**src/hdl/sfd_pkg.sv**
```systemverilog
// Shared types, codes and constants of the start/length/checksum/end frame deframer.
// Depends on nothing; every other file of the block imports it.
package sfd_pkg;

  localparam logic [7:0]  START_FLAG      = 8'h68;
  localparam logic [7:0]  END_FLAG        = 8'h16;
  localparam logic [15:0] MAX_LEN_RESET   = 16'd1016;
  localparam int          CHAN_W          = 3;

  typedef enum logic [2:0] {
    PH_HUNT   = 3'd0,
    PH_LEN_LO = 3'd1,
    PH_LEN_HI = 3'd2,
    PH_CTRL   = 3'd3,
    PH_DATA   = 3'd4,
    PH_CSUM   = 3'd5,
    PH_ENDF   = 3'd6
  } phase_t;

  typedef enum logic [2:0] {
    ERR_NONE     = 3'd0,
    ERR_TOO_LONG = 3'd1,
    ERR_CHECKSUM = 3'd2,
    ERR_END_FLAG = 3'd3,
    ERR_ZERO_LEN = 3'd4
  } err_t;

  // One result item as it leaves the parser.
  typedef struct packed {
    logic        store_valid;
    logic [15:0] store_index;
    logic [7:0]  store_byte;
    logic        frame_done;
    logic [15:0] frame_length;
    err_t        error_code;
  } sfd_result_t;

endpackage

```
**src/hdl/sfd_if.sv**
```systemverilog
// Valid/ready channel interfaces of the deframer: byte input, result output, configuration.
// Depends on sfd_pkg for the channel width.
interface sfd_in_if;
  import sfd_pkg::*;
  logic              valid;
  logic              ready;
  logic [7:0]        data_byte;
  logic [CHAN_W-1:0] channel;

  modport source (output valid, output data_byte, output channel, input ready);
  modport sink   (input valid, input data_byte, input channel, output ready);
endinterface

interface sfd_out_if;
  import sfd_pkg::*;
  logic        valid;
  logic        ready;
  logic        store_valid;
  logic [15:0] store_index;
  logic [7:0]  store_byte;
  logic        frame_done;
  logic [15:0] frame_length;
  logic [2:0]  error_code;

  modport source (output valid, output store_valid, output store_index, output store_byte,
                  output frame_done, output frame_length, output error_code, input ready);
  modport sink   (input valid, input store_valid, input store_index, input store_byte,
                  input frame_done, input frame_length, input error_code, output ready);
endinterface

interface sfd_cfg_if;
  logic        valid;
  logic        ready;
  logic [15:0] max_data_length;

  modport source (output valid, output max_data_length, input ready);
  modport sink   (input valid, input max_data_length, output ready);
endinterface

```
**src/hdl/sum_checked_frame_deframer_top.sv**
```systemverilog
// Top level of the frame deframer: channel registers, configuration register, parser.
// Depends on sfd_pkg, the interfaces in sfd_if.sv and sfd_parser.
//
// Usage:
// The in channel carries one received byte and its source channel number per transfer.
// Every input transfer produces exactly one transfer on the out channel, in order. That
// result says whether the byte belongs to the current frame buffer (with its index and
// value), whether it completed a good frame (with the total frame length), and an error
// code when the frame was dropped for an over-limit length, a zero length, a checksum
// mismatch or a bad end flag.
// The cfg channel writes the largest accepted length field; it is always ready. The user
// must write it only while the block is idle; the block itself does not enforce this.
// Path: a byte taken is held in the input register until the parser processes it, and its
// result is written to the output register, from which the out channel shows it.
// Throughput: one byte per cycle while the receiver takes the results.
// When the receiver stalls, the result stays in the output register and one more byte
// waits in the input register; in ready then drops until the result is taken.
// Reset (rst_n low at a clock edge) empties both registers, puts the parser back to
// hunting for the start flag with channel 0 and restores the length limit to 1016.
module sum_checked_frame_deframer_top (
  input  logic      clk,
  input  logic      rst_n,
  sfd_in_if.sink    in_ch,
  sfd_out_if.source out_ch,
  sfd_cfg_if.sink   cfg_ch
);
  import sfd_pkg::*;

  // Configuration register.
  logic [15:0] max_len_r;

  // Input register.
  logic              in_vld_r;
  logic [7:0]        in_byte_r;
  logic [CHAN_W-1:0] in_chan_r;

  // Result register.
  logic        out_vld_r;
  sfd_result_t out_res_r;
  sfd_result_t step_res;

  logic advance;
  logic in_take;

  // The held byte moves on whenever the result register is empty or being emptied.
  assign advance    = in_vld_r && (!out_vld_r || out_ch.ready);
  assign in_ch.ready = !in_vld_r || advance;
  assign in_take    = in_ch.valid && in_ch.ready;
  assign cfg_ch.ready = 1'b1;

  always_ff @(posedge clk) begin
    if (!rst_n) begin
      max_len_r <= MAX_LEN_RESET;
    end else if (cfg_ch.valid) begin
      max_len_r <= cfg_ch.max_data_length;
    end
  end

  always_ff @(posedge clk) begin
    if (!rst_n) begin
      in_vld_r <= 1'b0;
    end else if (in_ch.ready) begin
      in_vld_r <= in_ch.valid;
    end
  end

  always_ff @(posedge clk) begin
    if (in_take) begin
      in_byte_r <= in_ch.data_byte;
      in_chan_r <= in_ch.channel;
    end
  end

  sfd_parser u_parser (
    .clk       (clk),
    .rst_n     (rst_n),
    .step      (advance),
    .data_byte (in_byte_r),
    .channel   (in_chan_r),
    .max_len   (max_len_r),
    .result    (step_res)
  );

  always_ff @(posedge clk) begin
    if (!rst_n) begin
      out_vld_r <= 1'b0;
    end else if (advance) begin
      out_vld_r <= 1'b1;
    end else if (out_ch.ready) begin
      out_vld_r <= 1'b0;
    end
  end

  always_ff @(posedge clk) begin
    if (advance) begin
      out_res_r <= step_res;
    end
  end

  assign out_ch.valid        = out_vld_r;
  assign out_ch.store_valid  = out_res_r.store_valid;
  assign out_ch.store_index  = out_res_r.store_index;
  assign out_ch.store_byte   = out_res_r.store_byte;
  assign out_ch.frame_done   = out_res_r.frame_done;
  assign out_ch.frame_length = out_res_r.frame_length;
  assign out_ch.error_code   = out_res_r.error_code;

endmodule

```
**src/hdl/sfd_parser.sv**
```systemverilog
// Frame parser: phase, length, checksum, position and channel state plus one-byte step logic.
// Depends on sfd_pkg; the state advances only on cycles where step is high.
module sfd_parser (
  input  logic                      clk,
  input  logic                      rst_n,
  input  logic                      step,
  input  logic [7:0]                data_byte,
  input  logic [sfd_pkg::CHAN_W-1:0] channel,
  input  logic [15:0]               max_len,
  output sfd_pkg::sfd_result_t      result
);
  import sfd_pkg::*;

  phase_t            phase_r, phase_nxt;
  logic [15:0]       len_r, len_nxt;
  logic [7:0]        sum_r, sum_nxt;
  logic [15:0]       pos_r, pos_nxt;
  logic [CHAN_W-1:0] chan_r;

  phase_t      ph;
  logic        keep;
  logic [15:0] len_full;

  assign len_full = {data_byte, len_r[7:0]};

  always_comb begin
    ph        = (channel != chan_r) ? PH_HUNT : phase_r;
    phase_nxt = ph;
    len_nxt   = len_r;
    sum_nxt   = sum_r;
    pos_nxt   = pos_r;
    keep      = 1'b0;
    result    = '0;

    case (ph)
      PH_LEN_LO: begin
        len_nxt   = {8'd0, data_byte};
        phase_nxt = PH_LEN_HI;
        keep      = 1'b1;
      end
      PH_LEN_HI: begin
        len_nxt = len_full;
        if (len_full > max_len) begin
          phase_nxt         = PH_HUNT;
          result.error_code = ERR_TOO_LONG;
        end else if (len_full == 16'd0) begin
          phase_nxt         = PH_HUNT;
          result.error_code = ERR_ZERO_LEN;
        end else begin
          phase_nxt = PH_CTRL;
          keep      = 1'b1;
        end
      end
      PH_CTRL: begin
        sum_nxt   = data_byte;
        phase_nxt = (len_r == 16'd1) ? PH_CSUM : PH_DATA;
        keep      = 1'b1;
      end
      PH_DATA: begin
        sum_nxt = sum_r + data_byte;
        // The last data byte sits at buffer index length + 2.
        if (pos_r == len_r + 16'd2) begin
          phase_nxt = PH_CSUM;
        end
        keep = 1'b1;
      end
      PH_CSUM: begin
        if (data_byte == sum_r) begin
          phase_nxt = PH_ENDF;
          keep      = 1'b1;
        end else begin
          phase_nxt         = PH_HUNT;
          result.error_code = ERR_CHECKSUM;
        end
      end
      PH_ENDF: begin
        phase_nxt = PH_HUNT;
        if (data_byte == END_FLAG) begin
          keep                = 1'b1;
          result.frame_done   = 1'b1;
          result.frame_length = pos_r + 16'd1;
        end else begin
          result.error_code = ERR_END_FLAG;
        end
      end
      default: begin
        phase_nxt = PH_HUNT;
        if (data_byte == START_FLAG) begin
          phase_nxt = PH_LEN_LO;
          len_nxt   = 16'd0;
          keep      = 1'b1;
        end
      end
    endcase

    if (keep) begin
      // The start flag always lands at index 0, whatever position held before.
      result.store_valid = 1'b1;
      result.store_byte  = data_byte;
      result.store_index = (ph == PH_HUNT) ? 16'd0 : pos_r;
      pos_nxt            = (ph == PH_HUNT) ? 16'd1 : pos_r + 16'd1;
    end
    if (result.frame_done) begin
      pos_nxt = 16'd0;
      len_nxt = 16'd0;
    end
  end

  always_ff @(posedge clk) begin
    if (!rst_n) begin
      phase_r <= PH_HUNT;
      len_r   <= '0;
      sum_r   <= '0;
      pos_r   <= '0;
      chan_r  <= '0;
    end else if (step) begin
      phase_r <= phase_nxt;
      len_r   <= len_nxt;
      sum_r   <= sum_nxt;
      pos_r   <= pos_nxt;
      chan_r  <= channel;
    end
  end

endmodule

```
**src/flat_wrapper.sv**
```systemverilog
// flat-port wrapper written by rule: the top's interface ports become plain ports
module sum_checked_frame_deframer_top_flat import sfd_pkg::*;
  (clk, rst_n, in_ch_valid, in_ch_data_byte, in_ch_channel, in_ch_ready, out_ch_valid, out_ch_store_valid, out_ch_store_index, out_ch_store_byte, out_ch_frame_done, out_ch_frame_length, out_ch_error_code, out_ch_ready, cfg_ch_valid, cfg_ch_max_data_length, cfg_ch_ready);
  sfd_in_if in_ch_i ();
  sfd_out_if out_ch_i ();
  sfd_cfg_if cfg_ch_i ();
  input  logic clk;
  input  logic rst_n;
  input wire logic [$bits(in_ch_i.valid)-1:0] in_ch_valid;
  input wire logic [$bits(in_ch_i.data_byte)-1:0] in_ch_data_byte;
  input wire logic [$bits(in_ch_i.channel)-1:0] in_ch_channel;
  output wire logic [$bits(in_ch_i.ready)-1:0] in_ch_ready;
  output wire logic [$bits(out_ch_i.valid)-1:0] out_ch_valid;
  output wire logic [$bits(out_ch_i.store_valid)-1:0] out_ch_store_valid;
  output wire logic [$bits(out_ch_i.store_index)-1:0] out_ch_store_index;
  output wire logic [$bits(out_ch_i.store_byte)-1:0] out_ch_store_byte;
  output wire logic [$bits(out_ch_i.frame_done)-1:0] out_ch_frame_done;
  output wire logic [$bits(out_ch_i.frame_length)-1:0] out_ch_frame_length;
  output wire logic [$bits(out_ch_i.error_code)-1:0] out_ch_error_code;
  input wire logic [$bits(out_ch_i.ready)-1:0] out_ch_ready;
  input wire logic [$bits(cfg_ch_i.valid)-1:0] cfg_ch_valid;
  input wire logic [$bits(cfg_ch_i.max_data_length)-1:0] cfg_ch_max_data_length;
  output wire logic [$bits(cfg_ch_i.ready)-1:0] cfg_ch_ready;
  assign in_ch_i.valid = in_ch_valid;
  assign in_ch_i.data_byte = in_ch_data_byte;
  assign in_ch_i.channel = in_ch_channel;
  assign in_ch_ready = in_ch_i.ready;
  assign out_ch_valid = out_ch_i.valid;
  assign out_ch_store_valid = out_ch_i.store_valid;
  assign out_ch_store_index = out_ch_i.store_index;
  assign out_ch_store_byte = out_ch_i.store_byte;
  assign out_ch_frame_done = out_ch_i.frame_done;
  assign out_ch_frame_length = out_ch_i.frame_length;
  assign out_ch_error_code = out_ch_i.error_code;
  assign out_ch_i.ready = out_ch_ready;
  assign cfg_ch_i.valid = cfg_ch_valid;
  assign cfg_ch_i.max_data_length = cfg_ch_max_data_length;
  assign cfg_ch_ready = cfg_ch_i.ready;
  sum_checked_frame_deframer_top u_core (.clk(clk), .rst_n(rst_n), .in_ch(in_ch_i), .out_ch(out_ch_i), .cfg_ch(cfg_ch_i));
endmodule
```
**config.mk**
```make
export PLATFORM = sky130hd
export DESIGN_NAME = sum_checked_frame_deframer_top_flat
export DESIGN_NICKNAME = d
export VERILOG_FILES = /design/src/hdl/sfd_pkg.sv /design/src/hdl/sfd_if.sv /design/src/hdl/sum_checked_frame_deframer_top.sv /design/src/hdl/sfd_parser.sv /design/src/flat_wrapper.sv
export SDC_FILE = /design/constraint.sdc
export NUM_CORES = 1
export LEC_CHECK = 0
export ABC_AREA = 1
export BUFFER_PORTS_ARGS = -buffer_cell sky130_fd_sc_hd__buf_2
export CAP_MARGIN = 25
export CORE_MARGIN = 1
export CORE_UTILIZATION = 53
export CTS_CLUSTER_DIAMETER = 150
export CTS_CLUSTER_SIZE = 24
export DETAILED_ROUTE_END_ITERATION = 10
export PLACE_DENSITY = 0.74
export SYNTH_ARGS = -nofsm -noshare
export SYNTH_HDL_FRONTEND = slang
export SYNTH_SLANG_ARGS = --single-unit
```
**constraint.sdc**
```tcl
create_clock -name clk -period 7.65 [get_ports clk]
set_input_delay 1.1475 -clock clk [delete_from_list [all_inputs] [get_ports clk]]
set_output_delay 1.1475 -clock clk [all_outputs]
set_load 0.02 [all_outputs]
```
Word-level counts from Yosys, hierarchy flattened. Index checks and enable logic that the tools add are counted.

Multiplexer cells: 32. Equal/unequal tests: 14. Multipliers: 0. Add/subtract/negate cells: 3. Reduce and logical (&&, ||, !) cells: 21. Shifts and indexed selects: 0. Div/mod/pow operators: 0. $lt $le $gt $ge: 1. Bitwise operators: 1.

Operators by type and width (count): 2-to-1 mux 16 bit (6); one-hot mux 16 bit (3 select lines) (1); 2-to-1 mux 17 bit (2); 2-to-1 mux 25 bit (1); 2-to-1 mux 3 bit (6); one-hot mux 3 bit (6 select lines) (1); adder 16 x 1 -> 16 bit (second input constant) (1); adder 16 x 2 -> 16 bit (second input constant) (1); equality test 16 x 1 -> 1 bit (second input constant) (1); equality test 16 bit (1); > comparator 16 bit (1); zero test 16 bit (1); one-hot mux 8 bit (2 select lines) (1); equality test 3 bit (second input constant) (3); 2-to-1 mux 1 bit (9); one-hot mux 3 bit (3 select lines) (1); adder 8 bit (1); equality test 8 x 5 -> 1 bit (second input constant) (1); equality test 8 x 7 -> 1 bit (second input constant) (1); equality test 8 bit (1); equality test 3 x 2 -> 1 bit (second input constant) (2); 2-to-1 mux 2 bit (3); AND reduction 2 bit (3); nonzero test 2 bit (3); other kinds (16) (20).

Memory bits (writable): 0. Memories kept: 0. ROM bits: 0. Input bits: 32. Logic and storage cells: 89. Output and inout bits: 48. Flip-flop bits (word level): 120. Latch bits: 0.

Depth between registers and ports, before layout. Gate-level depths: netlist (run 1).

Depth in word-level cells: 7. Mapped depth: 18. Depth with buffers taken out: 18.

Hierarchy. From an unflattened synthesis (run 1), not the netlist that was laid out.

Cell total of the unflattened synthesis: 839. Area total of the unflattened synthesis: 6640.1 um2.

Modules (own cells, without submodules): sfd_parser (instances 1, cells each 700, seq. area each 920.9 um2, area an instance 4299.1 um2); sum_checked_frame_deframer_top (instances 1, cells each 139, seq. area each 2042.0 um2, area an instance 2341.0 um2).

Least setup slack after synthesis (run 1). Ideal clock, no wire load.

Path kind: input-to-reg. Start: in out_ch_ready. End: reg u_core.out_res_r, in the netlist u_core.out_ch.error_code[0] (enable). Slack: 4222 ps. Data required time: 7223 ps. Path buffers: 2. Cell stages on the path: 6. Arrival time: 3001 ps. Library setup time: 427 ps. Cell sequence: inv_1 nand2_1 nand2_1 inv_1 buf_2 buf_1.

Word-level cells in the longest chain between the ends: 2.

RTL lines: start, declared (RTL line flat_wrapper.sv:20) `input wire logic [$bits(out_ch_i.ready)-1:0] out_ch_ready;`; logical OR 1 bit (RTL line sum_checked_frame_deframer_top.sv:46) `assign advance = in_vld_r && (!out_vld_r || out_ch.ready);`; logical AND 1 bit (RTL line sum_checked_frame_deframer_top.sv:46); net u_core.advance (RTL line sum_checked_frame_deframer_top.sv:42) `logic advance;`; end signal, assigned (RTL line sum_checked_frame_deframer_top.sv:96) `out_res_r <= step_res;`; end, declared (RTL line sum_checked_frame_deframer_top.sv:39) `sfd_result_t out_res_r;`.

The timed path passes the listed nets, and every way through them passes these cells. A chain may end at the register's enable or synchronous reset.

Final worst setup path (run 1).
Start: reg u_core.in_byte_r[5]. End: reg u_core.out_res_r, in the netlist u_core.out_ch.store_index[7], data pin.

Word-level cells in the longest chain between the ends: 6. Elaborated cells on any way between the ends: 13. Those cells by class: order compare: 1; eq/ne: 3; mux: 6; bitwise: 1; reduce/logical: 2.

RTL lines: start, declared (RTL line sum_checked_frame_deframer_top.sv:34) `logic [7:0] in_byte_r;`; start signal, assigned (RTL line sum_checked_frame_deframer_top.sv:69) `in_byte_r <= in_ch.data_byte;`; parallel branches: the longest is 3 deep, another holds > comparator 16 bit; one-hot mux 1 bit (4 select lines) * (RTL line sfd_parser.sv:35) `case (ph)`; NOT 1 bit (no source line) *; OR reduction 2 bit (no source line) *.

Mark *: on every way between the ends.

==> flow_summary.json, run 1 <==
{
  "placementRows": 40,
  "ctsResizeCount": 0,
  "tightest_slew_ns": 0.897,
  "crit_family": "simple AND/OR/NAND/NOR gates",
  "drv_slew": 0,
  "slew_headroom_pct": 40.2,
  "clock_latency_ns": 0.42,
  "antenna_found_initial": 0,
  "ant_nets": 0,
  "clock_sinks": 120,
  "p_int_mw": 1.23,
  "hold_violations": 0,
  "grt_max_degree": 80,
  "hold_class": "flop to flop",
  "start_util_pct": 54.6,
  "setup_violations": 0,
  "endpoint_kind": "flop",
  "synth_area_per_cell_um2": 7.78,
  "pwr-share-seq_pct": 44.1,
  "critical-path-slowest-cell": "edfxtp_1",
  "drc": 0,
  "die_w_um": 113,
  "cts_setup_buffers": 0,
  "synthesis.area_um2": 6560,
  "synth_area_leaders": "edfxtp_1, dfxtp_1, nand2_1",
  "yosysTopAreaCellShare_pct": 25.6,
  "worstPathBufferInverterCount": 1,
  "ys_seq_area_share_pct": 45.2,
  "synth.distinct_cells": 41,
  "swShare_pct": 23.0,
  "area_delta_synth_final_pct": 15.9,
  "post-route-period-util_pct": 40.6,
  "synth_top_cell_by_area": "edfxtp_1",
  "p_leak_nw": 3.35,
  "required_ns": 7.91,
  "gp_congestion": 0.887,
  "worstHoldEndpoint": "u_core.max_len_r[13]",
  "async_flop_share_pct": 0,
  "ir_worst_vdd_mv": 0.168,
  "grt_pass1_wl_mm": 24.8,
  "synthTopCellsByCount": "nand2_1, inv_1, nor2_1",
  "crit_path_cell_trace": "inv_1, nand3_1, nor3_1, nand3_2, nand3_1, nor2_1, nand3_4, nand2_2, nor2_1",
  "num_vias": 5728,
  "rsz0062_at_grt": "no",
  "slowest_delay_ns": 0.57,
  "yosys_warnings": 0,
  "grt_overflow": 0,
  "skew_ns": 0.00465,
  "viasPerCell": 5.33,
  "grt_use_total_pct": 25.0,
  "postSynthCellCount": 843,
  "arrival_ns": 3.37,
  "worstSetupPathType": "flop to flop",
  "numCtsBuffers": 17,
  "crit_start": "u_core.in_byte_r[5]",
  "floorplan.die_area_um2": 12800,
  "n_fill_cell": 1101,
  "finish.utilization_pct": 63.3,
  "startpoint_type": "flop",
  "yosysMostFrequentCell": "nand2_1",
  "wl_mm": 14.9,
  "cts_tree": "built",
  "powerDensity_nw_per_um2": 211,
  "rrSetupSlack_ns": 4.54,
  "fin_tns_setup_ns": 0,
  "pin_count": 80,
  "drt_iter0_markers": 587,
  "min_path_cells": 2,
  "rr_worst_depth": 9,
  "postCtsHoldBufs": 0,
  "synthFlopType": "dfxtp_1",
  "status": "complete, no violations",
  "synth_edf_count": 56,
  "drive_gt1_share_pct": 14.8,
  "wl_per_cell_um": 13.9,
  "grt_pass1_vias": 5190,
  "cts.htree.levels": 4,
  "die_h_um": 113,
  "combinationalPowerShare_pct": 6.4,
  "syn_nets": 901,
  "max_freq_ghz": 0.322,
  "num_antenna_cells": 0,
  "cap_violations": 0,
  "ctsRootBufferMaster": "clkbuf_16",
  "drt_first_pass_iters": 6,
  "clockBufferDepth": 2,
  "port_buffers": 78,
  "cp_max_fo": 42,
  "layout.nets": 972,
  "worstHoldStart": "u_core.max_len_r[13]",
  "hpwl_mm": 10.4,
  "r2r-start": "u_core.in_byte_r[5]",
  "finalCriticalPeriod_ns": 3.11,
  "core-area_um2": 12000,
  "ys_ff_latch": 120,
  "r2r-end": "u_core.out_ch.store_index[7]",
  "path_clk_slew_ns": 0.05,
  "switchingPower_uw": 369,
  "clockPowerShare_pct": 49.5
}
flip-flops by register name, summed over array words and instances (netlist names), 3 cells and up:
signal,cells
u_core.out_ch.frame_length,16
u_core.u_parser.sum_r,8
u_core.in_byte_r,8
u_core.max_len_r,16
u_core.in_chan_r,3
u_core.u_parser.phase_r,3
u_core.u_parser.pos_r,16
u_core.out_ch.store_index,16
u_core.out_ch.store_byte,8
u_core.u_parser.chan_r,3
u_core.u_parser.len_r,16
u_core.out_ch.error_code,3
worst max-delay path by stage:
| stage | to | depth (start not counted) | slack [ns] |
|---|---|---|---|
| 2_1_floorplan | u_core.out_ch.error_code[0] | 6 | 4.22 |
| 3_3_place_gp | u_core.u_parser.phase_r[2] | 9 | 4.60 |
| 3_5_place_dp | u_core.u_parser.phase_r[2] | 9 | 4.51 |
| 4_1_cts | u_core.out_ch.store_index[7] | 9 | 4.60 |
| 5_1_grt | u_core.out_ch.store_index[10] | 9 | 4.27 |
| 6_report | u_core.out_ch.store_index[7] | 9 | 4.54 |
power by group through the flow:
stage          registers (mW)  logic, mW  clock network (mW)
2_1_floorplan           0.728     0.0596                   0
3_3_place_gp            0.720     0.0982                   0
3_5_place_dp            0.721      0.100                   0
4_1_cts                 0.707      0.101               0.802
5_1_grt                 0.709      0.115               0.832
6_report                0.707      0.102               0.793
per-stage QoR:
stage	worst slack, ns	cells	power, mW	instance area (um^2)	hold WS, ns
after floorplan	4.22	843	0.787	6560	0.433
after global placement	4.60	1041	0.818	6990	0.450
after detailed placement	4.51	1041	0.821	6990	0.456
after CTS	4.60	1073	1.61	7570	0.464
after global routing	4.27	1074	1.66	7600	0.477
final	4.54	1074	1.60	7600	0.460
routing by layer:
layer | vias to the layer above | routed length (um) | global-route usage, %
met5 | - | 0 | 0
met4 | 0 | 456 | 14.1
met3 | 38 | 833 | 5.03
met2 | 212 | 6850 | 40.5
met1 | 2561 | 6790 | 31.3
li1 | 2917 | - | -
kinds of logic (layout without fill, tap and decap cells):
| logic type | after synthesis | after routing | share of synthesized area [%] |
|---|---|---|---|
| AOI/OAI and AO/OA | 121 | 121 | 9.71 |
| xor gates and xnor gates | 22 | 22 | 3.15 |
| adders and majority gates | 26 | 26 | 5.08 |
| buffers and inverters | 140 | 224 | 8.81 |
| DFF | 120 | 120 | 45.2 |
| other | 1 | 1 | 0.0572 |
| and+or+nand+nor | 413 | 413 | 28.0 |
layout by cell type (no fill, tap or decap), types with 5 or more instances in the layout:
cell and instances:
dfxtp_1 64, nor2_1 102, edfxtp_1 56, nor3_1 8
nand4_1 23, clkinv_2 5, inv_1 106, nand2_1 182
nand3_2 6, ha_1 25, o21ai_0 38, nor4_1 6
nand3_1 63, a21oi_1 71, xnor2_1 6, buf_2 78
xor2_1 15, clkbuf_16 17
layout make-up:
| cell class | count | area [um^2] | area share, % |
|---|---|---|---|
| Clock inverter | 14 | 156 | 2.06 |
| Inverter | 111 | 418 | 5.50 |
| Multi-Input combinational cell | 583 | 3020 | 39.7 |
| Tap cell | 147 | 184 | 2.42 |
| Clock buffer | 18 | 429 | 5.65 |
| Timing Repair Buffer | 81 | 433 | 5.70 |
| Sequential cell | 120 | 2960 | 39.0 |
worst min-delay path, cell delays in order, from the launching register on:
cell	delay [ns]
dfxtp_1	0.29
inv_1	0.06
a21oi_1	0.06
Note: power is estimated with default switching activity, not from simulation.
==> inputs of run 2 (changes only) <==
Clock period 7.65 ns to 3.2 ns, I/O delays scaled along.
==> flow_summary.json, run 2 (synthesis results as in run 1) <==
{
  "status": "complete, no violations",
  "crit_family": "simple AND/OR/NAND/NOR gates",
  "swShare_pct": 22.3,
  "grt_use_total_pct": 25.6,
  "layout.nets": 976,
  "p_int_mw": 2.97,
  "die_h_um": 113,
  "grt_pass1_vias": 5398,
  "start_util_pct": 54.6,
  "wl_per_cell_um": 14.0,
  "slew_headroom_pct": 64.0,
  "numCtsBuffers": 17,
  "path_clk_slew_ns": 0.05,
  "use_met3_pct": 5.73,
  "skew_ns": 0.0137,
  "ctsRootBufferMaster": "clkbuf_16",
  "tightest_slew_ns": 0.539,
  "fin_cells": 1078,
  "startpoint_type": "flop",
  "powerDensity_nw_per_um2": 502,
  "slowest_delay_ns": 0.53,
  "post-route-period-util_pct": 83.5,
  "die_w_um": 113,
  "p_leak_nw": 3.37,
  "cts.htree.levels": 4,
  "cts_tree": "built",
  "drc": 0,
  "grt_max_degree": 78,
  "fin_tns_setup_ns": 0,
  "grt_util_met2_pct": 42.5,
  "clockPowerShare_pct": 49.4,
  "multi_input_area_um2": 3020,
  "final_common_cell": "nand2_1",
  "worstHoldStart": "in_ch_data_byte[2]",
  "worstHoldEndpoint": "u_core.in_byte_r[2]",
  "pin_count": 80,
  "arrival_ns": 3.04,
  "area_delta_synth_final_pct": 16.2,
  "worstPathBufferInverterCount": 2,
  "worst_path_most_repeated_cell": "nand2_1",
  "drt_first_pass_iters": 5,
  "regArea_um2": 2960,
  "port_buffers": 78,
  "n_fill_cell": 1068,
  "drv_slew": 0,
  "hold_ws_ns": 0.218,
  "r2r-start": "u_core.in_byte_r[3]",
  "place_inst": 1046,
  "grt_overflow": 0,
  "cts_setup_buffers": 0,
  "cap_violations": 0,
  "core-area_um2": 12000,
  "ctsResizeCount": 0,
  "hold_class": "input port to flop",
  "setup_violations": 0,
  "ant_nets": 0,
  "cp_max_fo": 29,
  "p_total_mw": 3.83,
  "wl_mm": 15.1,
  "num_antenna_cells": 0,
  "rr_worst_depth": 12,
  "busiest_layer": "met2",
  "clock_sinks": 120,
  "critical-path-slowest-cell": "edfxtp_1",
  "crit_path_cell_trace": "inv_1, nand3_1, nor3_1, nand3_2, nand3_1, nor2_1, nand3_4, buf_4, nand2_1, nand2_1, nand2_1, nor2_1",
  "layout_common_cells": "nand2_1, inv_1, nor2_1",
  "clock_latency_ns": 0.43,
  "num_vias": 5710,
  "floorplan.die_area_um2": 12800,
  "pwr-share-seq_pct": 44.1,
  "hpwl_mm": 10.9,
  "finalCriticalPeriod_ns": 2.67,
  "drt_iter0_markers": 323,
  "drive_gt1_share_pct": 14.9,
  "worstSetupPathType": "flop to flop",
  "min_path_cells": 1,
  "rrSetupSlack_ns": 0.53,
  "switchingPower_uw": 854,
  "rsz0062_at_grt": "no",
  "grt_pass1_wl_mm": 25.1,
  "r2r-end": "u_core.u_parser.pos_r[12]",
  "endpoint_kind": "flop",
  "combinationalPowerShare_pct": 6.5,
  "ir_worst_vdd_mv": 0.438,
  "required_ns": 3.56,
  "gp_congestion": 0.895,
  "hold_violations": 0,
  "viasPerCell": 5.30,
  "clockBufferDepth": 2,
  "placementRows": 40,
  "grtUsageMet1_pct": 30.5,
  "postCtsHoldBufs": 0,
  "max_freq_ghz": 0.374,
  "antenna_found_initial": 0
}
-- run 2: how the worst max path moves through the flow --
stage,endpoint,start,slack [ns],depth (start not counted)
CTS,u_core.u_parser.pos_r[12],u_core.in_byte_r[3],0.54,12
floorplan,u_core.out_ch.error_code[0],out_ch_ready,0.44,6
global placement,u_core.u_parser.pos_r[12],u_core.in_byte_r[2],0.70,12
detailed placement,u_core.u_parser.pos_r[12],u_core.in_byte_r[3],0.59,11
global route,u_core.u_parser.pos_r[12],u_core.in_byte_r[3],0.26,12
finish,u_core.u_parser.pos_r[12],u_core.in_byte_r[3],0.53,12
-- run 2: layout make-up --
type | instances | area share, %
clock inverter | 10 | 1.69
timing repair buffer | 85 | 5.98
tap | 147 | 2.41
inverter | 111 | 5.48
multi-input combinational | 583 | 39.6
sequential | 120 | 38.9
clock buffer | 22 | 5.96
-- run 2: routing by layer --
metal | vias up | share of wire (%)
met5 | - | 0
met4 | 0 | 3.8
met3 | 42 | 5.0
met2 | 186 | 47
met1 | 2556 | 44
li1 | 2926 | -
-- run 2: worst reg2reg max path, cell delays in order, from the launching register on --
cell and delay [ns]:
edfxtp_1 0.53, inv_1 0.13, nand3_1 0.11, nor3_1 0.27, nand3_2 0.45, nand3_1 0.21
nor2_1 0.08, nand3_4 0.18, buf_4 0.32, nand2_1 0.12, nand2_1 0.07, nand2_1 0.04
nor2_1 0.09
-- run 2: power by group through the flow --
stage,clock network [mW],registers [mW],logic [mW]
finish,1.89,1.69,0.249
CTS,1.91,1.69,0.250
global route,1.98,1.69,0.279
floorplan,0,1.74,0.142
detailed placement,0,1.72,0.247
global placement,0,1.72,0.244
-- run 2: per-stage QoR --
stage	utilization (%)	setup WS, ns	cell area [um^2]
final	63.4	0.527	7620
after global routing	63.4	0.259	7620
after floorplan	-	0.440	6560
after detailed placement	58.6	0.587	7040
after global placement	58.6	0.698	7040
after CTS	63.4	0.539	7620
